[config.mk]
export PLATFORM = sky130hd
export DESIGN_NAME = swsh_scale
export DESIGN_NICKNAME = d
export VERILOG_FILES = /design/src/hw/rtl/swsh_pkg.sv /design/src/hw/rtl/swsh_scale.sv
export SDC_FILE = /design/constraint.sdc
export NUM_CORES = 1
export LEC_CHECK = 0
export BUFFER_PORTS_ARGS = -buffer_cell sky130_fd_sc_hd__buf_2
export CORE_ASPECT_RATIO = 1.2
export CORE_MARGIN = 2
export CORE_UTILIZATION = 65
export DETAILED_ROUTE_END_ITERATION = 7
export PLACE_DENSITY = 0.84
export SLEW_MARGIN = 20
export SYNTH_ARGS = -nofsm -noshare
export SYNTH_HDL_FRONTEND = slang
export SYNTH_SLANG_ARGS = --single-unit
[constraint.sdc]
create_clock -name clk -period 1 [get_ports clk]
set_input_delay 0.1 -clock clk [delete_from_list [all_inputs] [get_ports clk]]
set_output_delay 0.1 -clock clk [all_outputs]
set_load 0.005 [all_outputs]
[src/hw/rtl/swsh_pkg.sv]
// ----------------------------------------------------------------------------
// swsh_pkg
// Shared widths and stage records for the spectral Wiener shrink pipeline.
// ----------------------------------------------------------------------------
package swsh_pkg;

    localparam int COMP_W    = 16;  // signed bin component
    localparam int POW_W     = 32;  // re^2 + im^2, up to 2^31
    localparam int SQ_W      = 31;  // one square, up to 2^30
    localparam int GAIN_W    = 17;  // unsigned Q16 gain, 65536 is one
    localparam int DIV_STEPS = 16;  // quotient bits after the leading one
    localparam int FRAC_W    = 16;  // fraction bits of the gain

    // Bin data that rides along the pipeline untouched.
    typedef struct packed {
        logic signed [COMP_W-1:0] re;
        logic signed [COMP_W-1:0] im;
        logic                     last;
    } swsh_bin_t;

    // Partial state of the restoring divider.
    typedef struct packed {
        logic [POW_W-1:0]  rem;
        logic [POW_W-1:0]  divisor;
        logic [GAIN_W-1:0] quot;
    } swsh_div_t;

endpackage

[src/hw/rtl/swsh_scale.sv]
// ----------------------------------------------------------------------------
// swsh_scale
// Apply the Q16 gain to both components and hold the result item.
// ----------------------------------------------------------------------------
module swsh_scale (
    input  logic                               clk,
    input  logic                               rst_n,
    input  logic                               advance,
    input  logic                               valid_in,
    input  swsh_pkg::swsh_bin_t                bin_in,
    input  logic [swsh_pkg::GAIN_W-1:0]        gain_in,
    output logic                               valid_out,
    output logic signed [swsh_pkg::COMP_W-1:0] out_re,
    output logic signed [swsh_pkg::COMP_W-1:0] out_im,
    output logic [swsh_pkg::GAIN_W-1:0]        out_gain,
    output logic                               out_lst
);

    localparam int PROD_W = swsh_pkg::COMP_W + swsh_pkg::GAIN_W + 1;

    logic signed [swsh_pkg::GAIN_W:0]   gain_s;
    logic signed [PROD_W-1:0]           prod_re;
    logic signed [PROD_W-1:0]           prod_im;
    logic signed [swsh_pkg::COMP_W-1:0] re_reg;
    logic signed [swsh_pkg::COMP_W-1:0] im_reg;
    logic [swsh_pkg::GAIN_W-1:0]        gain_reg;
    logic                               last_reg;
    logic                               valid_reg;

    // Arithmetic shift by 16 of the signed product floors toward minus infinity.
    assign gain_s  = $signed({1'b0, gain_in});
    assign prod_re = bin_in.re * gain_s;
    assign prod_im = bin_in.im * gain_s;

    always_ff @(posedge clk or negedge rst_n)
    begin
        if (!rst_n)
        begin
            valid_reg <= 1'b0;
        end
        else if (advance)
        begin
            valid_reg <= valid_in;
        end
    end

    always_ff @(posedge clk)
    begin
        if (advance)
        begin
            re_reg   <= prod_re[swsh_pkg::FRAC_W +: swsh_pkg::COMP_W];
            im_reg   <= prod_im[swsh_pkg::FRAC_W +: swsh_pkg::COMP_W];
            gain_reg <= gain_in;
            last_reg <= bin_in.last;
        end
    end

    assign valid_out = valid_reg;
    assign out_re    = re_reg;
    assign out_im    = im_reg;
    assign out_gain  = gain_reg;
    assign out_lst   = last_reg;

endmodule

==> results of run 1 <==
final cells by class:
| cell class | instances | area (µm²) |
|---|---|---|
| timing repair buffer | 370 | 3070 |
| multi-input combinational | 1413 | 16100 |
| clock buffer | 5 | 125 |
| tap | 385 | 482 |
| clock inverter | 2 | 8.76 |
| sequential | 51 | 1530 |
| inverter | 514 | 1930 |
| antenna | 1 | 2.50 |
| fill | 1600 | 5600 |
logic make-up (layout without fill, tap and decap cells):
family | Yosys count | count (layout) | synth area share
fa+ha+maj | 634 | 634 | 0.579
compound gates | 121 | 121 | 0.0408
buf+inv | 602 | 891 | 0.119
simple gates | 620 | 620 | 0.163
xor+xnor | 37 | 37 | 0.0170
flops | 51 | 51 | 0.0801
mux | 1 | 1 | 0.000591
other cells | 0 | 1 | 0
per-layer routing:
layer / part of all wire / track usage
met1: 0.33 / 0.376
met2: 0.54 / 0.632
met3: 0.071 / 0.0497
met4: 0.059 / 0.173
met5: 0 / 0
path summary, 6_finish.rpt:
kind | startpoint | cells past startpoint | endpoint
hold / removal | valid_in | 2 | valid_out
setup reg to reg | valid_out | 1 | valid_out
max in group asynchronous | rst_n | 2 | valid_out
min in group asynchronous | rst_n | 2 | valid_out
setup / recovery | gain_in[5] | 18 | out_im[13]
hold reg to reg | valid_out | 1 | valid_out
repair_timing:
item / CTS / global route
setup buffers: 33 / 11
hold buffers: 2 / 0
gates cloned: 1 / 0
pin swaps: 70 / 66
endpoints found under the setup margin: 32 / 32
hold endpoints to repair: 2 / 0
gates resized for setup: 178 / 100
placed cells by master, fill, tap and decap left out, drive strengths merged, types with 5 or more instances in the layout:
master  netlist  layout
a211oi        8       8
a21o         16      16
a21oi        43      43
and2        255     255
and3          6       6
buf           0     366
clkbuf       88       7
edfxtp       50      50
fa          414     414
ha          220     220
inv         513     512
nand2       270     270
nand2b       17      17
nand3         9       9
nand4         6       6
nor2         34      34
nor2b         5       5
nor3          6       6
o211ai        7       7
o21ai        25      25
xnor2        26      26
xor2         11      11
worst max-delay path, cell delays in order:
cell and delay (ps):
buf_12 130, and2_4 170, fa_1 570, inv_2 60, fa_1 550, inv_1 60
fa_2 580, fa_2 470, fa_1 580, fa_1 470, ha_4 260, and3_1 210
a32oi_4 340, a31oi_4 180, o211ai_1 250, nand2_1 100, and4_1 210, a211o_1 230
metrics by stage:
step	TNS (ps)	setup WS (ps)	hold slack, ps
final	-134180	-4440	17.1
after global routing	-138590	-4580	38.2
after CTS	-130410	-4290	16.7
after detailed placement	-148480	-4890	-124
after global placement	-146130	-4810	-125
after floorplan	-130680	-4380	-196
state kept, by name, indices dropped and copies added, names as in the netlist:
| signal | flops |
|---|---|
| out_lst | 1 |
| out_re | 16 |
| out_gain | 17 |
| valid_out | 1 |
| out_im | 16 |
==> impl_metrics.json, run 1 <==
{
  "io_buffers": 104,
  "violations": "negative setup slack",
  "worst_slew_pin_slew_ps": 702,
  "final_nets": 3043,
  "synth_top_area_share": 0.435,
  "clkTransAtPathRegs_ps": 70,
  "grt_overflow": 0,
  "yosys-top-cells-area": "fa_1 (43%), ha_1 (14%), inv_1 (10%)",
  "antenna_found_initial": 1,
  "cts_tree": "done",
  "syn2layout_area_growth_pct": 22.0,
  "finish.utilization": 0.806,
  "worstSetupEndpointType": "register",
  "io_pins": 105,
  "outcome": "complete, but fails checks",
  "maxSlewViolCount": 0,
  "synthTopCellsByCount": "inv_1 (513), fa_1 (414), nand2_1 (270), and2_1 (254), ha_1 (220)",
  "wl_per_cell_um": 18.6,
  "place_area_um2": 21700,
  "fp.coreArea_um2": 28800,
  "drtIter0Drc": 1065,
  "synth-warning-count": 0,
  "routed_wl_um": 51000,
  "worst-path-max-fanout": 12,
  "drc": 0,
  "synth_edf_count": 50,
  "synth_cell_types": 48,
  "clk_latency_ps": 320,
  "layout-drive-gt1-share": 0.237,
  "r2r_setup_slack_ps": 250,
  "min_period_ps": 5440,
  "dr.pass1.iters": 5,
  "synth-seq-cells": 51,
  "stdcell_area_um2": 23200,
  "rsz0062_at_grt": "yes",
  "syn_avg_cell_area_um2": 9.22,
  "final-hold-violation-count": 0,
  "relSlewSlack": 0.529,
  "synth_nets": 2754,
  "num_rows": 68,
  "async_flop_share": 0.0196,
  "max_freq_mhz": 184,
  "synthFlopType": "edfxtp_1",
  "grt_pass1_wl_um": 81700,
  "cp.required_ps": 1070,
  "die_area_um2": 30700,
  "grtUsageTotal": 0.338,
  "criticalPathCategory": "in2reg",
  "netlist_area_um2": 19100,
  "arrival_ps": 5510,
  "grt_max_degree": 29,
  "hpwl_um": 39000,
  "die_h_um": 192,
  "drv_cap": 0,
  "cp-start-kind": "input port",
  "die_w_um": 160,
  "cts.sinks": 51,
  "cts_root_buffer": "clkbuf_16",
  "skew_ps": 0,
  "hold_class": "in2reg",
  "fin_ws_ps": -4440,
  "initial_core_util": 0.661,
  "setup_viol": 32,
  "synth-seq-area-share": 0.0801,
  "grt_pass1_vias": 17738,
  "numCtsBuffers": 5,
  "synth_cells": 2066,
  "vias": 15505,
  "ant_nets": 0,
  "yosysTopAreaCell": "fa_1",
  "cts_htree_levels": 2,
  "vias_per_cell": 5.66,
  "place.gp.congestion": 0.905,
  "yosysMostFrequentCell": "inv_1",
  "stdcell_count": 2741,
  "period_share": 5.44,
  "dp_cells": 2690,
  "cts_max_path_buffers": 2
}
Power of run 1 is not shown: default switching activity piles up to over one toggle a cycle in this logic, so the estimate is an artifact.
==> run 2, diff against run 1 <==
- CELL_PAD_IN_SITES_DETAIL_PLACEMENT: unset -> 0
- CELL_PAD_IN_SITES_GLOBAL_PLACEMENT: unset -> 1
- CORE_UTILIZATION: 65 -> 51
- PLACE_DENSITY: 0.84 -> unset
- PLACE_DENSITY_LB_ADDON: unset -> 0.1
==> run 2 against run 1 <==
Net effect: the run still ends with negative setup slack left; global-route usage fell by 8.7 points; sequential share of layout area about the same; worst setup slack improved by 160 ps; clock skew did not move; worst hold slack improved by 19 ps; critical path type unchanged.
==> impl_metrics.json, run 2 (synthesized netlist as in run 1, its figures left out) <==
{
  "die_w_um": 180,
  "final.setup.tns_ps": -130670,
  "cts_root_buffer": "clkbuf_16",
  "cts_tree": "done",
  "antenna_found_initial": 1,
  "final_nets": 3059,
  "routed_wl_um": 45600,
  "timing.rr.start": "valid_out",
  "num-fill-cells": 3253,
  "fp.coreArea_um2": 36800,
  "crit_path_cell_trace": "buf_16 > buf_6 > buf_4 > nand2_1 > fa_1 > inv_1 > fa_1 > fa_1 > fa_2 > fa_1 > inv_1 > fa_1 > inv_1 > ha_4 > nand4_1 > nor3_4 > a31oi_4 > a31oi_4 > o211ai_1 > and2_4 > a211o_1",
  "critPathTopFamily": "adder cells",
  "worst_slew_pin_slew_ps": 652,
  "whs_path_depth": 1,
  "diodes": 0,
  "stdcell_area_um2": 23300,
  "dp_cells": 2804,
  "r2r_cells": 1,
  "period_share": 5.28,
  "ant_nets": 0,
  "worstSetupEndpointType": "register",
  "syn2layout_area_growth_pct": 22.5,
  "num_rows": 77,
  "cp.required_ps": 1090,
  "cts_max_path_buffers": 2,
  "vias_per_cell": 5.11,
  "clk_latency_ps": 330,
  "hold_class": "in2reg",
  "criticalPathCategory": "in2reg",
  "drtIter0Drc": 578,
  "setup_viol": 32,
  "cts.sinks": 51,
  "critPathSlowestCell": "fa_1",
  "final-hold-violation-count": 0,
  "outcome": "complete, but fails checks",
  "r2r_setup_slack_ps": 250,
  "drc": 0,
  "vias": 14537,
  "io_buffers": 104,
  "crit_buf_inv": 6,
  "violations": "negative setup slack",
  "die_area_um2": 38900,
  "startpoint": "gain_in[8]",
  "numCtsBuffers": 5,
  "grtUsageTotal": 0.252,
  "grt_overflow": 0,
  "hold_end": "out_gain[9]",
  "pre_cts_slack_ps": -5030,
  "stdcell_count": 2846,
  "wl_per_cell_um": 16.0,
  "crit_path_max_incr_delay_ps": 550,
  "max_freq_mhz": 189,
  "min_period_ps": 5280,
  "io_pins": 105,
  "grt_pass1_wl_um": 78800,
  "layout-drive-gt1-share": 0.229,
  "hp-start": "gain_in[9]",
  "largest_reg_flops": 17,
  "grt_max_degree": 29,
  "final_cell_mix": "inv_1 (496), fa_1 (389), nand2_1 (265), buf_4 (247), and2_1 (236)",
  "hpwl_um": 38700,
  "worst-path-max-fanout": 6,
  "fin_ws_ps": -4280,
  "layout_commonest_cell": "inv_1",
  "arrival_ps": 5370,
  "maxSlewViolCount": 0,
  "relSlewSlack": 0.561,
  "die_h_um": 216,
  "place.gp.congestion": 0.834,
  "dr.pass1.iters": 5,
  "cts_htree_levels": 2,
  "initial_core_util": 0.518,
  "r2r_end": "valid_out",
  "grt_pass1_vias": 16356,
  "rsz0062_at_grt": "yes",
  "crit_path_frequent_cell": "fa_1",
  "place_area_um2": 22100,
  "drv_cap": 0,
  "clkTransAtPathRegs_ps": 90,
  "cp-start-kind": "input port",
  "skew_ps": 0
}
## run 2: cell types whose count changed in the layout (fill, tap and decap cells not counted), sizes merged
cell,previous run,this run
clkbuf,7,11
buf,366,377
dlygate4sd3,2,3
inv,512,513
diode,1,0
## run 2: what timing repair did
action | in CTS | in global routing
resized for setup | 135 | 101
hold endpoints to repair | 3 | 0
cloned | 0 | 1
pin swaps | 73 | 72
hold buffers | 3 | 0
buffers inserted | 26 | 11
setup endpoints to repair | 32 | 33
## run 2: area by class of cell
| cell class | count | area [µm²] | share of cell area |
|---|---|---|---|
| multi-input cells | 1413 | 16000 | 0.685 |
| repair buffers | 386 | 3140 | 0.135 |
| inverters | 514 | 1930 | 0.0829 |
| flip-flops and latches | 51 | 1530 | 0.0654 |
| well taps | 474 | 593 | 0.0254 |
| clock buffers | 5 | 125 | 0.00536 |
| clock inverters | 3 | 28.8 | 0.00123 |
## run 2: routing by layer
metal | up-vias | track usage | share of wire
met1 | 7519 | 0.314 | 0.40
met4 | 0 | 0.0723 | 0.025
met3 | 63 | 0.0280 | 0.037
met5 | - | 0 | 0
met2 | 247 | 0.461 | 0.54
li1 | 6708 | - | -
## run 2: how the worst max path moves through the flow
stage	endpoint	cells past startpoint
after global routing	out_re[13]	22
after floorplan	out_re[13]	21
after detailed placement	out_im[13]	24
after CTS	out_re[14]	22
final	out_im[13]	21
after global placement	out_im[13]	24
## run 2: per-stage QoR
stage           util  hold WS, ps
2_1_floorplan      -         -196
3_3_place_gp   0.599         -126
3_5_place_dp   0.599         -122
4_1_cts        0.623         35.1
5_1_grt        0.634         31.5
6_report       0.634         35.8
Power of run 2 is left out for the same reason.
==> run 3, diff against run 2 <==
- CTS_BUF_LIST: unset -> sky130_fd_sc_hd__clkbuf_8
- SETUP_SLACK_MARGIN: unset -> 0.05
==> run 3 against run 2 <==
Net effect: the run still ends with negative setup slack left; sequential share of layout area shrank 0.097 points; worst setup slack better by 25 ps; flip-flop and latch count unchanged; non-clock buffer count is 21 higher; design area up 1.5%; count of clock-buffer cells in the layout stayed put; highest routed layer unchanged.
==> impl_metrics.json, run 3 (synthesized netlist as in run 1, its figures left out) <==
{
  "stdcell_area_um2": 23700,
  "skew_ps": 0,
  "min_period_ps": 5250,
  "setup_viol": 52,
  "num-fill-cells": 3198,
  "cts_max_path_buffers": 2,
  "clkTransAtPathRegs_ps": 130,
  "hp-start": "advance",
  "period_share": 5.25,
  "worst_slew_pin_slew_ps": 668,
  "r2r_setup_slack_ps": 130,
  "hold_end": "out_lst",
  "r2r_end": "valid_out",
  "arrival_ps": 5370,
  "cts_root_buffer": "clkbuf_8",
  "timing.rr.start": "valid_out",
  "dr.pass1.iters": 5,
  "crit_buf_inv": 7,
  "cts_tree": "done",
  "drtIter0Drc": 651,
  "layout_commonest_cell": "inv_1",
  "critPathTopFamily": "adder cells",
  "cts.sinks": 51,
  "wl_per_cell_um": 16.4,
  "finish.utilization": 0.644,
  "syn2layout_area_growth_pct": 24.3,
  "diodes": 0,
  "fin_ws_ps": -4250,
  "fp.coreArea_um2": 36800,
  "grt_max_degree": 29,
  "hold_class": "in2reg",
  "io_buffers": 104,
  "layout-drive-gt1-share": 0.238,
  "io_pins": 105,
  "initial_core_util": 0.518,
  "final_nets": 3080,
  "numCtsBuffers": 5,
  "hpwl_um": 38700,
  "r2r_cells": 2,
  "criticalPathCategory": "in2reg",
  "routed_wl_um": 47100,
  "relSlewSlack": 0.550,
  "grt_pass1_wl_um": 80700,
  "final-hold-violation-count": 0,
  "cts_htree_levels": 2,
  "die_w_um": 180,
  "final.setup.tns_ps": -129660,
  "grt_pass1_vias": 16517,
  "crit_path_frequent_cell": "fa_1",
  "place.gp.congestion": 0.834,
  "die_h_um": 216,
  "vias_per_cell": 5.15,
  "num_rows": 77,
  "whs_path_depth": 1,
  "drv_cap": 0,
  "place_area_um2": 22100,
  "worst-path-max-fanout": 14,
  "outcome": "complete, but fails checks",
  "drc": 0,
  "worstSetupEndpointType": "register",
  "vias": 14761,
  "cp.required_ps": 1120,
  "maxSlewViolCount": 0,
  "violations": "negative setup slack",
  "pre_cts_slack_ps": -5030,
  "max_freq_mhz": 190,
  "cp-start-kind": "input port",
  "clk_latency_ps": 380,
  "rsz0062_at_grt": "yes",
  "largest_reg_flops": 17,
  "critPathSlowestCell": "fa_1",
  "ant_nets": 0,
  "crit_path_max_incr_delay_ps": 540,
  "grtUsageTotal": 0.260,
  "grt_overflow": 0,
  "die_area_um2": 38900,
  "final_cell_mix": "inv_1 (496), fa_1 (394), buf_4 (266), nand2_1 (261), and2_1 (232)",
  "antenna_found_initial": 0,
  "crit_path_cell_trace": "buf_4 > buf_4 > and2_1 > fa_1 > inv_1 > fa_1 > fa_1 > inv_1 > fa_1 > fa_1 > inv_1 > fa_1 > inv_1 > ha_1 > a21oi_1 > o22ai_2 > a211oi_4 > buf_6 > and2b_1 > o21ai_1 > a21boi_1"
}
[run 3: changes by cell type in the layout (fill, tap and decap cells not counted), moves of 5 or more]
cell	change
buf_4	+19
buf_6	-7
buf_16	+6
clkbuf_16	-6
buf_8	+5
clkbuf_8	+5
fa_1	+5
fa_2	-5
[run 3: timing repair]
item / in CTS / in global routing
setup buffers: 44 / 11
pin swaps: 91 / 52
hold buffers: 4 / 0
endpoints found under the setup margin: 83 / 83
hold endpoints to repair: 3 / 0
gates resized for setup: 198 / 60
cloned: 5 / 0
[run 3: metal layers]
metal,global-route usage,part of all wire,up-vias
met1,0.331,0.41,7628
met3,0.0250,0.036,79
li1,-,-,6754
met4,0.0796,0.029,0
met5,0,0,-
met2,0.469,0.53,300
[run 3: stage by stage]
| stage | std cells | hold slack, ps |
|---|---|---|
| 3_5_place_dp | 2804 | -122 |
| 3_3_place_gp | 2804 | -126 |
| 5_1_grt | 2867 | 36.7 |
| 2_1_floorplan | 2066 | -196 |
| 6_report | 2867 | 39.6 |
| 4_1_cts | 2859 | 33.0 |
[run 3: layout make-up]
cell class,instances,area [µm²],share of cell area
clock buffers,5,68.8,0.00291
clock inverters,3,28.8,0.00122
inverters,514,1930,0.0816
multi-input cells,1413,16100,0.678
flip-flops and latches,51,1530,0.0645
well taps,474,593,0.0250
repair buffers,407,3460,0.146
[run 3: worst register-to-register path: cells and delay by family (launching register included)]
| kind | cells | cell delay (ps) |
|---|---|---|
| buffers and inverters | 1 | 130 |
| flip-flops | 1 | 400 |
| multiplexers | 1 | 250 |
[run 3: worst max-delay path by stage]
stage | slack [ps] | cells past startpoint | endpoint | start
2_1_floorplan | -4380 | 21 | out_re[13] | gain_in[8]
3_3_place_gp | -4950 | 24 | out_im[13] | gain_in[8]
3_5_place_dp | -5030 | 24 | out_im[13] | gain_in[8]
4_1_cts | -4240 | 22 | out_re[13] | gain_in[8]
5_1_grt | -4440 | 22 | out_re[13] | bin_in[21]
6_report | -4250 | 21 | out_re[13] | gain_in[14]
Power of run 3 is left out for the same reason.
