### src/hw/rtl/swsh_pkg.sv
// ----------------------------------------------------------------------------
// swsh_pkg
// Shared widths and stage records for the spectral Wiener shrink pipeline.
// ----------------------------------------------------------------------------
package swsh_pkg;

    localparam int COMP_W    = 16;  // signed bin component
    localparam int POW_W     = 32;  // re^2 + im^2, up to 2^31
    localparam int SQ_W      = 31;  // one square, up to 2^30
    localparam int GAIN_W    = 17;  // unsigned Q16 gain, 65536 is one
    localparam int DIV_STEPS = 16;  // quotient bits after the leading one
    localparam int FRAC_W    = 16;  // fraction bits of the gain

    // Bin data that rides along the pipeline untouched.
    typedef struct packed {
        logic signed [COMP_W-1:0] re;
        logic signed [COMP_W-1:0] im;
        logic                     last;
    } swsh_bin_t;

    // Partial state of the restoring divider.
    typedef struct packed {
        logic [POW_W-1:0]  rem;
        logic [POW_W-1:0]  divisor;
        logic [GAIN_W-1:0] quot;
    } swsh_div_t;

endpackage

### src/hw/rtl/swsh_div_step.sv
// ----------------------------------------------------------------------------
// swsh_div_step
// One registered step of the restoring divider: shift, compare, subtract.
// ----------------------------------------------------------------------------
module swsh_div_step (
    input  logic                clk,
    input  logic                rst_n,
    input  logic                advance,
    input  logic                valid_in,
    input  swsh_pkg::swsh_bin_t bin_in,
    input  swsh_pkg::swsh_div_t div_in,
    output logic                valid_out,
    output swsh_pkg::swsh_bin_t bin_out,
    output swsh_pkg::swsh_div_t div_out
);

    logic [swsh_pkg::POW_W:0] trial;
    logic                     fits;
    swsh_pkg::swsh_div_t      div_next;
    swsh_pkg::swsh_div_t      div_reg;
    swsh_pkg::swsh_bin_t      bin_reg;
    logic                     valid_reg;

    // Remainder stays below the divisor, so the doubled value fits one extra bit.
    always_comb
    begin
        trial = {div_in.rem, 1'b0};
        fits  = trial >= {1'b0, div_in.divisor};
        div_next.rem     = fits ? (trial[swsh_pkg::POW_W-1:0] - div_in.divisor)
                                : trial[swsh_pkg::POW_W-1:0];
        div_next.divisor = div_in.divisor;
        div_next.quot    = {div_in.quot[swsh_pkg::GAIN_W-2:0], fits};
    end

    always_ff @(posedge clk or negedge rst_n)
    begin
        if (!rst_n)
        begin
            valid_reg <= 1'b0;
        end
        else if (advance)
        begin
            valid_reg <= valid_in;
        end
    end

    always_ff @(posedge clk)
    begin
        if (advance)
        begin
            div_reg <= div_next;
            bin_reg <= bin_in;
        end
    end

    assign valid_out = valid_reg;
    assign bin_out   = bin_reg;
    assign div_out   = div_reg;

endmodule

### config.mk
export PLATFORM = sky130hd
export DESIGN_NAME = swsh_div_step
export DESIGN_NICKNAME = d
export VERILOG_FILES = /design/src/hw/rtl/swsh_pkg.sv /design/src/hw/rtl/swsh_div_step.sv
export SDC_FILE = /design/constraint.sdc
export NUM_CORES = 1
export LEC_CHECK = 0
export BUFFER_PORTS_ARGS = -buffer_cell sky130_fd_sc_hd__buf_2
export CAP_MARGIN = 20
export CORE_ASPECT_RATIO = 0.5
export CORE_UTILIZATION = 53
export CTS_CLUSTER_DIAMETER = 50
export CTS_CLUSTER_SIZE = 10
export DETAILED_ROUTE_END_ITERATION = 8
export PLACE_DENSITY = 0.86
export REMOVE_ABC_BUFFERS = 1
export SLEW_MARGIN = 30
export SYNTH_ARGS = -nofsm -noshare
export SYNTH_HDL_FRONTEND = slang
export SYNTH_SLANG_ARGS = --single-unit
### constraint.sdc
create_clock -name clk -period 1.1 [get_ports clk]
set_clock_uncertainty 0.05 [all_clocks]
set_input_delay 0.055 -clock clk [delete_from_list [all_inputs] [get_ports clk]]
set_output_delay 0.055 -clock clk [all_outputs]
set_load 0.02 [all_outputs]
==> reports/results.ini, run 1 <==
[floorplanning]
die_w_um=150.9
start_util_pct=56.10
die_height_um=76.46
io_pins=233
row_count=26

[clocking]
cts_root_buf=clkbuf_16
clkSinkCount=115
clockBufferDepth=2
htree_levels=4
numCtsBuffers=17

[timing]
worstEndpointType=register input
postGrtWorstEndpoint=div_out[59]$_DFFE_PP_/D

[placement]
port_buffers=231
gp_congestion=0.9033
hpwl_um=12490
dpl.cell_count=915

[run_status]
error=[ERROR DPL-0038] Utilization greater than 100%, impossible to legalize
stop_stage=global routing (5_1_grt)
status=stopped before the end

[grt]
grt_max_degree=39

[synth]
ys_warn_count=0
synth-async-reset-ratio_pct=0.8696
syn_inst=436
synth.avg_cell_area_um2=13.48
yosys.cell_types.count=57
yosysSeqAreaShare_pct=58.68
synth_ff_type=edfxtp_1
synth_edf_count=114
syn-cell-area_um2=5877
synth-seq-cells=115

==> kinds of logic after synthesis <==
| group | share of synthesized area (%) |
|---|---|
| adders and majority gates | 7.153 |
| AOI/OAI and AO/OA | 11.97 |
| xor gates and xnor gates | 3.726 |
| buffers and inverters | 4.088 |
| DFF | 58.68 |
| muxes | 6.919 |
| and+or+nand+nor | 7.473 |
==> synth_stat cells, types with 4 or more instances <==
cell type | instances | area (um^2)
inv_1 | 35 | 131.4
xor2_1 | 11 | 96.34
nor3_1 | 4 | 20.02
nand4_1 | 12 | 75.07
xnor2_1 | 14 | 122.6
nor2b_1 | 4 | 25.02
mux2_2 | 9 | 101.4
a21oi_1 | 23 | 115.1
o31ai_1 | 6 | 45.04
mux2_4 | 19 | 285.3
nand3_1 | 6 | 30.03
a21o_1 | 15 | 112.6
clkbuf_1 | 9 | 33.78
o211ai_1 | 4 | 30.03
a31oi_1 | 4 | 25.02
ha_1 | 32 | 400.4
nand2_1 | 15 | 56.30
and2_1 | 4 | 25.02
o21a_1 | 7 | 52.55
nor2_1 | 18 | 67.56
a21boi_0 | 4 | 30.03
o21ai_0 | 18 | 90.09
edfxtp_1 | 114 | 3423
==> through the flow <==
step	TNS (ns)	util [%]	cell area (um^2)	worst slack (ns)
after floorplan	-51.07	-	5779	-1.607
after detailed placement	-56.81	76.94	8059	-1.871
after CTS	-40.99	95.66	10020	-1.273
after global placement	-55.12	76.94	8059	-1.777
==> timing repair <==
action,in CTS
gates resized for setup,43
pin swaps,14
cloned,3
setup buffers,7
hold buffers,112
hold endpoints to repair,111
setup endpoints to repair,42
==> inputs of run 2 (changes only) <==
--- a/config.mk
+++ b/config.mk
@@ -7,12 +7,9 @@
 export LEC_CHECK = 0
 export BUFFER_PORTS_ARGS = -buffer_cell sky130_fd_sc_hd__buf_2
 export CAP_MARGIN = 20
-export CORE_ASPECT_RATIO = 0.5
-export CORE_UTILIZATION = 53
-export CTS_CLUSTER_DIAMETER = 50
-export CTS_CLUSTER_SIZE = 10
+export CORE_UTILIZATION = 40
 export DETAILED_ROUTE_END_ITERATION = 8
-export PLACE_DENSITY = 0.86
+export PLACE_DENSITY_LB_ADDON = 0.15
 export REMOVE_ABC_BUFFERS = 1
 export SLEW_MARGIN = 30
 export SYNTH_ARGS = -nofsm -noshare
==> run 2 against run 1 <==
Net effect:
- the flow now finishes, with violations (negative setup slack)
- synthesized area did not move
- synthesized cell count is the same
==> reports/results.ini, run 2 <==
[run_status]
status=finished, violations left
violations=negative setup slack

[clocking]
cts_tree=done
cts_root_buf=clkbuf_16
clkLatencyLatePin_ns=0.41
clockBufferDepth=2
clk_pin_slew_ns=0.06
numCtsBuffers=17
htree_levels=4
clkSinkCount=115

[min_path]
hp-class=in2reg

[final_layout]
instances_no_fill=1112
final_layout_size_suffix_gt1_share_pct=48.18
syn2layout_area_growth_pct=72.94
largest_reg_flops=81
final_common_cell=buf_2
layout.nets=1070
final_cell_mix=buf_2 (217), buf_4 (130), edfxtp_1 (114)
fin_util_pct=72.10
antenna_cells=0

[worst_setup_path]
r2r-start=valid_out
crit_type=in2reg
r2r_setup_slack_ns=0.26
required_ns=1.22
critPathMaxFanout=3
worstPathArrival_ns=2.50
r2r_end=valid_out
startpoint=div_in[34]
cp-end-kind=register
setup.worst_path.end=div_out[75]
reg2reg_depth=1
worstSetupStartpointType=input pin

[timing]
finalHoldViolCount=0
tightest_slew_ns=0.5064
fin_crit_sh_pct=216.4
relSlewSlack_pct=65.95
period_needed_ns=2.380
rsz0062_at_grt=true
setup_viol=33
timing.final.ws_setup_ns=-1.280
fmax_mhz=420.2
slew_violations=0

[synth]
synth.avg_cell_area_um2=13.48
synthXorXnorAreaFrac_pct=3.726
synth-simple-area-share_pct=7.473
syn_inst=436
ys_top_cells_by_area=edfxtp_1 (58%), ha_1 (6.8%), mux2_4 (4.9%), inv_1 (2.2%), xnor2_1 (2.1%)
synthAdderAreaFrac_pct=7.154
synth_top_area_share_pct=58.25
synth-seq-cells=115
yosysMostFrequentCell=edfxtp_1
ys_warn_count=0
yosys.cell_types.count=57
synth_largest_area_cell=edfxtp_1
synth_top_family_by_area=compound AO/OA/AOI/OAI gates
yosysSeqAreaShare_pct=58.68
synth_edf_count=114
synth_compound_area_share_pct=11.97
synth_ff_type=edfxtp_1
syn-cell-area_um2=5877
synth-async-reset-ratio_pct=0.8696
synth_common_cells=edfxtp_1 (114), inv_1 (35), ha_1 (32)
synth.area.mux_share_pct=6.919

[drt]
drtIter0Drc=193
vias=5393
drt_wl_total_um=18220
drt_first_pass_iters=5
wl_per_cell_um=16.39
drc=0
via_per_inst=4.850
antenna_left=0

[placement]
gp_congestion=0.8583
port_buffers=231
pre_cts_ws_ns=-1.762
hpwl_um=12250
dpl.cell_count=961

[grt]
grt_overflow_total=0
grt_pass1_vias=5429
grt_max_degree=65
grt_pass1_wl_um=27170
antenna_found_initial=1
grt_usage_pct=24.27

[floorplanning]
die_w_um=123.2
row_count=43
die_area_um2=15180
io_pins=233
die_height_um=123.2
start_util_pct=41.69
coreArea_um2=14100

[power_and_ir_drop]
p_int_mw=11.18
leakage_nw=4.669
ir_drop_mv=0.8724
power.total_mw=15.30
p_clk_share_pct=37.9
power_density_nw_per_um2=1506
power_frac_comb_pct=26.1
p_sw_mw=4.123
swShare_pct=26.94
seqPwrFrac_pct=36.0

[run]
maxCapViolations=0

[run 2: worst min-delay path by stage]
stage,startpoint,endpoint,cells past startpoint
2_1_floorplan,rst_n,valid_out,0
3_3_place_gp,rst_n,valid_out,1
3_5_place_dp,rst_n,valid_out,1
4_1_cts,div_in[71],div_out[72],3
5_1_grt,div_in[71],div_out[72],3
6_report,div_in[71],div_out[72],3
[run 2: per-stage QoR]
stage	hold slack, ns	cell area, um^2	TNS [ns]
after CTS	0.004603	10110	-39.32
after global placement	-0.2198	8142	-55.94
final	0.01784	10160	-40.10
after floorplan	-0.2906	5779	-51.07
after global routing	0.005000	10160	-43.02
after detailed placement	-0.2163	8142	-56.56
[run 2: final cells by class]
type	count	area, um^2
fillers	1025	3933
flip-flops and latches	115	3448
repair buffers	474	3379
multi-input cells	272	2307
clock buffers	19	432.9
well taps	180	225.2
clock inverters	13	182.7
inverters	36	153.9
repair inverters	3	33.78
[run 2: per-layer routing]
metal  routed length [um]  vias up  GRT usage [%]
met4                  469        0          10.09
met3                 1094       31          4.982
li1                     -     2624              -
met1                 7471     2533          27.84
met5                    0        -              0
met2                 9187      205          43.72
[run 2: cell families after synthesis]
kind of cell	after synthesis
flip-flops	115
AO/OA/AOI/OAI	102
AND/OR/NAND/NOR	82
buffers and inverters	49
adder cells (fa/ha/maj)	33
multiplexers	30
XOR/XNOR	25
[run 2: worst max-delay path: stages]
cell and delay [ns]:
buf_2 0.09, inv_1 0.05, ha_1 0.29, nand4_1 0.12, or2_2 0.34, or3_1 0.38
o221a_2 0.32, a21oi_1 0.30, nor3_1 0.13, xnor2_1 0.15, mux2_4 0.26
[run 2: timing repair]
item                                    in CTS  in global routing
hold endpoints to repair                   110                  0
cloned                                       3                  0
gates resized for setup                     34                 18
endpoints found under the setup margin      37                 45
pin swaps                                    6                  4
hold buffers                               111                  0
buffers inserted                             5                  0
[run 2: power groups by stage]
stage	combinational (mW)	clock (mW)	sequential [mW]
after floorplan	1.29	0	6.16
after global placement	3.43	0	5.57
after detailed placement	3.45	0	5.57
after CTS	3.97	5.89	5.50
after global routing	4.31	6.04	5.55
final	4.00	5.79	5.51
Note: power is estimated with default switching activity, not from simulation.
==> inputs of run 3 (changes only) <==
==> constraint.sdc (replaced) <==
create_clock -name clk -period 1.9 [get_ports clk]
set_clock_uncertainty 0.05 [all_clocks]
set_input_delay 0.095 -clock clk [delete_from_list [all_inputs] [get_ports clk]]
set_output_delay 0.095 -clock clk [all_outputs]
set_load 0.02 [all_outputs]
==> run 3 against run 2 <==
Net effect:
- the run still ends with negative setup slack left
- count of clock-buffer cells in the layout fell by 2
- register-to-register slack improved by 0.83 ns
- die area did not move
- sequential share of layout area rose by 0.21 points
- power fell by 43%
- first-iteration DRC count fell by 0.52%
- combinational power fell by 43%
- non-clock buffer count fell by 5
- critical path type unchanged
- critical endpoint is now div_out[68]
- largest cell class unchanged
- highest routed layer unchanged
==> reports/results.ini, run 3 (synthesis results as in run 2) <==
[run_status]
status=finished, violations left
violations=negative setup slack

[worst_setup_path]
cp-end-kind=register
worstPathArrival_ns=2.49
crit_family=simple AND/OR/NAND/NOR gates
crit_type=in2reg
reg2reg_depth=1
worstSetupStartpointType=input pin
required_ns=2.01
path_cells=buf_6 -> inv_4 -> ha_4 -> a211oi_4 -> nor2_2 -> or4b_4 -> o2111ai_4 -> a21oi_4 -> o21ai_4 -> and3_4 -> buf_8 -> inv_16 -> mux2_4
path_buf_inv=4
slowest_stage=or4b_4
r2r_end=valid_out
critPathMaxFanout=7
slowest_delay_ns=0.51
r2r-start=valid_out
r2r_setup_slack_ns=1.09

[drt]
wl_met3_um=1108
via_per_inst=4.818
wl_per_cell_um=16.17
drtIter0Drc=192
drt_first_pass_iters=6
route.met2.wl_um=9263
drc=0
vias=5334
met1_length_um=7184
top_layer_used=met4
antenna_left=0
drt_wl_total_um=17900

[placement]
hpwl_um=12150
pre_cts_ws_ns=-0.9998
dpl_cell_area_um2=8104
port_buffers=231
gp_congestion=0.8679

[timing]
rsz0062_at_grt=true
fmax_mhz=421.7
timing.final.ws_setup_ns=-0.4713
slew_violations=0
fin_crit_sh_pct=124.8
tightest_slew_ns=0.4437
relSlewSlack_pct=70.11
period_needed_ns=2.371
setup_viol=33
finalHoldViolCount=0

[floorplanning]
row_count=43
die_area_um2=15180
start_util_pct=41.69
die_height_um=123.2
io_pins=233
die_w_um=123.2
coreArea_um2=14100

[min_path]
hold_depth=3
hp-class=in2reg
min_delay_worst_endpoint=div_out[79]
min_from=div_in[78]

[power_and_ir_drop]
power_density_nw_per_um2=867.8
leakage_nw=4.625
ir_drop_mv=0.5391

[final_layout]
syn2layout_area_growth_pct=71.90
fin_util_pct=71.67
largest_reg_flops=81
layout.nets=1064
final_layout_size_suffix_gt1_share_pct=49.78
final_cell_mix=buf_2 (229), buf_4 (125), edfxtp_1 (114)
final_common_cell=buf_2
fin_area_um2=10100

[grt]
antenna_found_initial=1
grt_usage_pct=23.78
grt_pass1_wl_um=26840
grt_pass1_vias=5452
grt_overflow_total=0
grt_max_degree=73

[clocking]
cts_root_buf=clkbuf_16
clkLatencyLatePin_ns=0.41
numCtsBuffers=17
clockBufferDepth=2
cts_tree=done
clk_pin_slew_ns=0.06
htree_levels=4
clkSinkCount=115

[run]
maxCapViolations=0

## run 3: cell types whose count changed in the layout (fill, tap and decap cells not counted), moves of 4 or more
cell           change
buf_6              -9
clkinv_4           +4
buf_2             +12
dlygate4sd3_1      -4
buf_4              -5
## run 3: layer usage
layer | vias up | GRT usage [%]
met3 | 28 | 5.673
met1 | 2520 | 26.67
met5 | - | 0
met2 | 179 | 43.40
met4 | 0 | 8.886
li1 | 2607 | -
## run 3: worst min-delay path: cells and delay by family
family | cells | cell delay (ns)
buf+inv | 2 | 0.18
mux | 1 | 0.12
## run 3: stage by stage
stage	hold WS [ns]	std cells	TNS [ns]	power [mW]
global route	0.04879	1107	-15.64	9.117
CTS	0.02933	1106	-13.17	8.796
detailed placement	-0.1776	956	-31.38	5.225
global placement	-0.1797	956	-30.68	5.201
floorplan	-0.2506	423	-25.99	4.313
finish	0.04197	1107	-13.81	8.766
## run 3: final cells by class
cell class              instances  area, um^2
inverters                      36       153.9
well taps                     180       225.2
flip-flops and latches        115        3448
clock buffers                  17       425.4
clock inverters                15       181.4
fillers                      1056        3994
repair buffers                469        3276
multi-input cells             272        2357
repair inverters                2       32.53
diodes                          1       2.502
## run 3: worst max-delay path by stage
| stage | startpoint | endpoint | slack, ns | depth (start not counted) |
|---|---|---|---|---|
| 5_1_grt | div_in[27] | div_out[65] | -0.52 | 13 |
| 2_1_floorplan | div_in[27] | div_out[59] | -0.85 | 11 |
| 4_1_cts | div_in[27] | div_out[67] | -0.45 | 13 |
| 6_report | div_in[27] | div_out[68] | -0.47 | 13 |
| 3_5_place_dp | div_in[27] | div_out[68] | -1.0 | 12 |
| 3_3_place_gp | div_in[27] | div_out[66] | -0.97 | 12 |
## run 3: power breakdown
group	leakage, nW	internal [mW]	switching [mW]
Clock	0.284	2.07	1.21
Combinational	3.21	1.15	1.15
Sequential	1.13	3.11	0.0724
Total	4.62	6.33	2.44
## run 3: what timing repair did
item	in CTS	in global routing
gates resized for setup	37	10
endpoints found under the hold margin	106	0
setup endpoints to repair	33	33
pin swaps	4	2
hold buffers	107	0
cloned	2	0
setup buffers	9	0
==> inputs of run 4 (changes only) <==
==> constraint.sdc (replaced) <==
create_clock -name clk -period 3.1 [get_ports clk]
set_clock_uncertainty 0.05 [all_clocks]
set_input_delay 0.155 -clock clk [delete_from_list [all_inputs] [get_ports clk]]
set_output_delay 0.155 -clock clk [all_outputs]
set_load 0.02 [all_outputs]
==> run 4 against run 3 <==
Net effect:
- the flow now finishes without violations
- power is 43% lower
- non-clock buffer count is 123 lower
- critical path depth stayed put
- design area shrank 11%
- final cell count is 11% lower
- critical path type unchanged
- critical endpoint is now div_out[60]
- largest cell class unchanged
==> reports/results.ini, run 4 (synthesis results as in run 2) <==
[run_status]
status=finished clean

[drt]
vias=4834
antenna_left=0
wl_per_cell_um=16.08
drtIter0Drc=220
drt_first_pass_iters=4
via_per_inst=4.913
drt_wl_total_um=15830
drc=0

[timing]
fin_crit_sh_pct=97.63
slew_violations=0
period_needed_ns=3.027
setup_viol=0
fmax_mhz=330.4
timing.final.ws_setup_ns=0.07346
rsz0062_at_grt=false
timing.hold.ws_ns=0.002170
fin_setup_tns_ns=0
finalHoldViolCount=0
relSlewSlack_pct=57.64
tightest_slew_ns=0.6354

[clocking]
clk_pin_slew_ns=0.05
clkSinkCount=115
numCtsBuffers=17
htree_levels=4
cts_tree=done
clockBufferDepth=2
cts_root_buf=clkbuf_16
clkLatencyLatePin_ns=0.41

[grt]
grt_pass1_wl_um=22750
grt_usage_pct=20.14
grt_pass1_vias=4725
grt_overflow_total=0
grt_max_degree=62
antenna_found_initial=1

[placement]
pre_cts_ws_ns=0.04796
hpwl_um=10860
port_buffers=231
gp_congestion=0.8574

[run]
maxCapViolations=0

[worst_setup_path]
critPathMaxFanout=7
cp-end-kind=register
required_ns=3.20
worstSetupStartpointType=input pin
r2r-start=valid_out
crit_type=in2reg
r2r_setup_slack_ns=2.30
r2r_end=valid_out
reg2reg_depth=1
worstPathArrival_ns=3.13

[floorplanning]
die_area_um2=15180
die_w_um=123.2
coreArea_um2=14100
die_height_um=123.2
start_util_pct=41.69
io_pins=233
row_count=43

[final_layout]
largest_reg_flops=81
layout.nets=941
final_common_cell=buf_2
final_cell_mix=buf_2 (229), edfxtp_1 (114), dlygate4sd3_1 (84)
fillers=1091
final_layout_size_suffix_gt1_share_pct=42.96
syn2layout_area_growth_pct=53.63

[power_and_ir_drop]
p_sw_mw=1.392
p_int_mw=3.641
power_density_nw_per_um2=557.5
seqPwrFrac_pct=38.6
power.total_mw=5.033
swShare_pct=27.67
p_clk_share_pct=37.1
power_frac_comb_pct=24.3
ir_drop_mv=0.3129
leakage_nw=4.021

[min_path]
hp-class=in2reg
min_delay_worst_endpoint=div_out[26]
hold_depth=1
min_from=div_in[26]

run 4: through the flow:
stage / cell area (um^2) / util (%) / cells
after floorplan: 5779 / - / 423
after global placement: 7341 / 52.08 / 856
after detailed placement: 7341 / 52.08 / 856
after CTS: 8760 / 62.14 / 973
after global routing: 9029 / 64.05 / 984
final: 9029 / 64.05 / 984
run 4: power groups by stage:
stage | clock (mW) | combinational (mW) | sequential [mW]
after floorplan | 0 | 0.456 | 2.19
after global placement | 0 | 1.06 | 1.97
after detailed placement | 0 | 1.07 | 1.97
after CTS | 1.91 | 1.16 | 1.94
after global routing | 1.98 | 1.32 | 1.96
final | 1.87 | 1.22 | 1.94
run 4: repair_timing:
item	CTS	global route
resized for setup	0	25
endpoints found under the hold margin	84	0
hold buffers	85	0
setup endpoints to repair	0	29
setup buffers	0	9
run 4: layout make-up:
type | count | area (um^2) | area share (%)
antenna | 1 | 2.502 | 0.02772
inverter | 36 | 161.4 | 1.788
sequential | 115 | 3448 | 38.19
clock buffer | 18 | 429.2 | 4.753
multi-input combinational | 272 | 2318 | 25.68
timing repair inverter | 2 | 27.53 | 0.3049
tap | 180 | 225.2 | 2.494
timing repair buffer | 346 | 2277 | 25.22
clock inverter | 14 | 138.9 | 1.538
run 4: per-layer routing:
layer / part of all wire [%] / wire [um] / up-vias / global-route usage (%)
li1: - / - / 2365 / -
met1: 42 / 6678 / 2266 / 23.24
met2: 50 / 7909 / 185 / 35.23
met3: 6.5 / 1035 / 18 / 5.351
met4: 1.3 / 202 / 0 / 8.283
met5: 0 / 0 / - / 0
run 4: worst max path at each step:
stage,slack [ns],from,cells after the start,to
CTS,0.01,div_in[60],10,div_out[72]
global route,0.01,div_in[35],15,div_out[60]
detailed placement,0.05,div_in[31],10,div_out[72]
global placement,0.08,div_in[31],10,div_out[72]
floorplan,0.29,div_in[27],11,div_out[59]
finish,0.07,div_in[60],13,div_out[60]
run 4: critical path, cell delays in order:
cell           delay, ns
dlygate4sd3_1       0.55
buf_2               0.15
ha_4                0.21
o21ai_2             0.08
nor2_1              0.08
or4b_4              0.57
o2111ai_4           0.26
a21oi_4             0.10
o21ai_4             0.19
and3_4              0.25
buf_12              0.14
clkinv_16           0.07
mux2_4              0.30
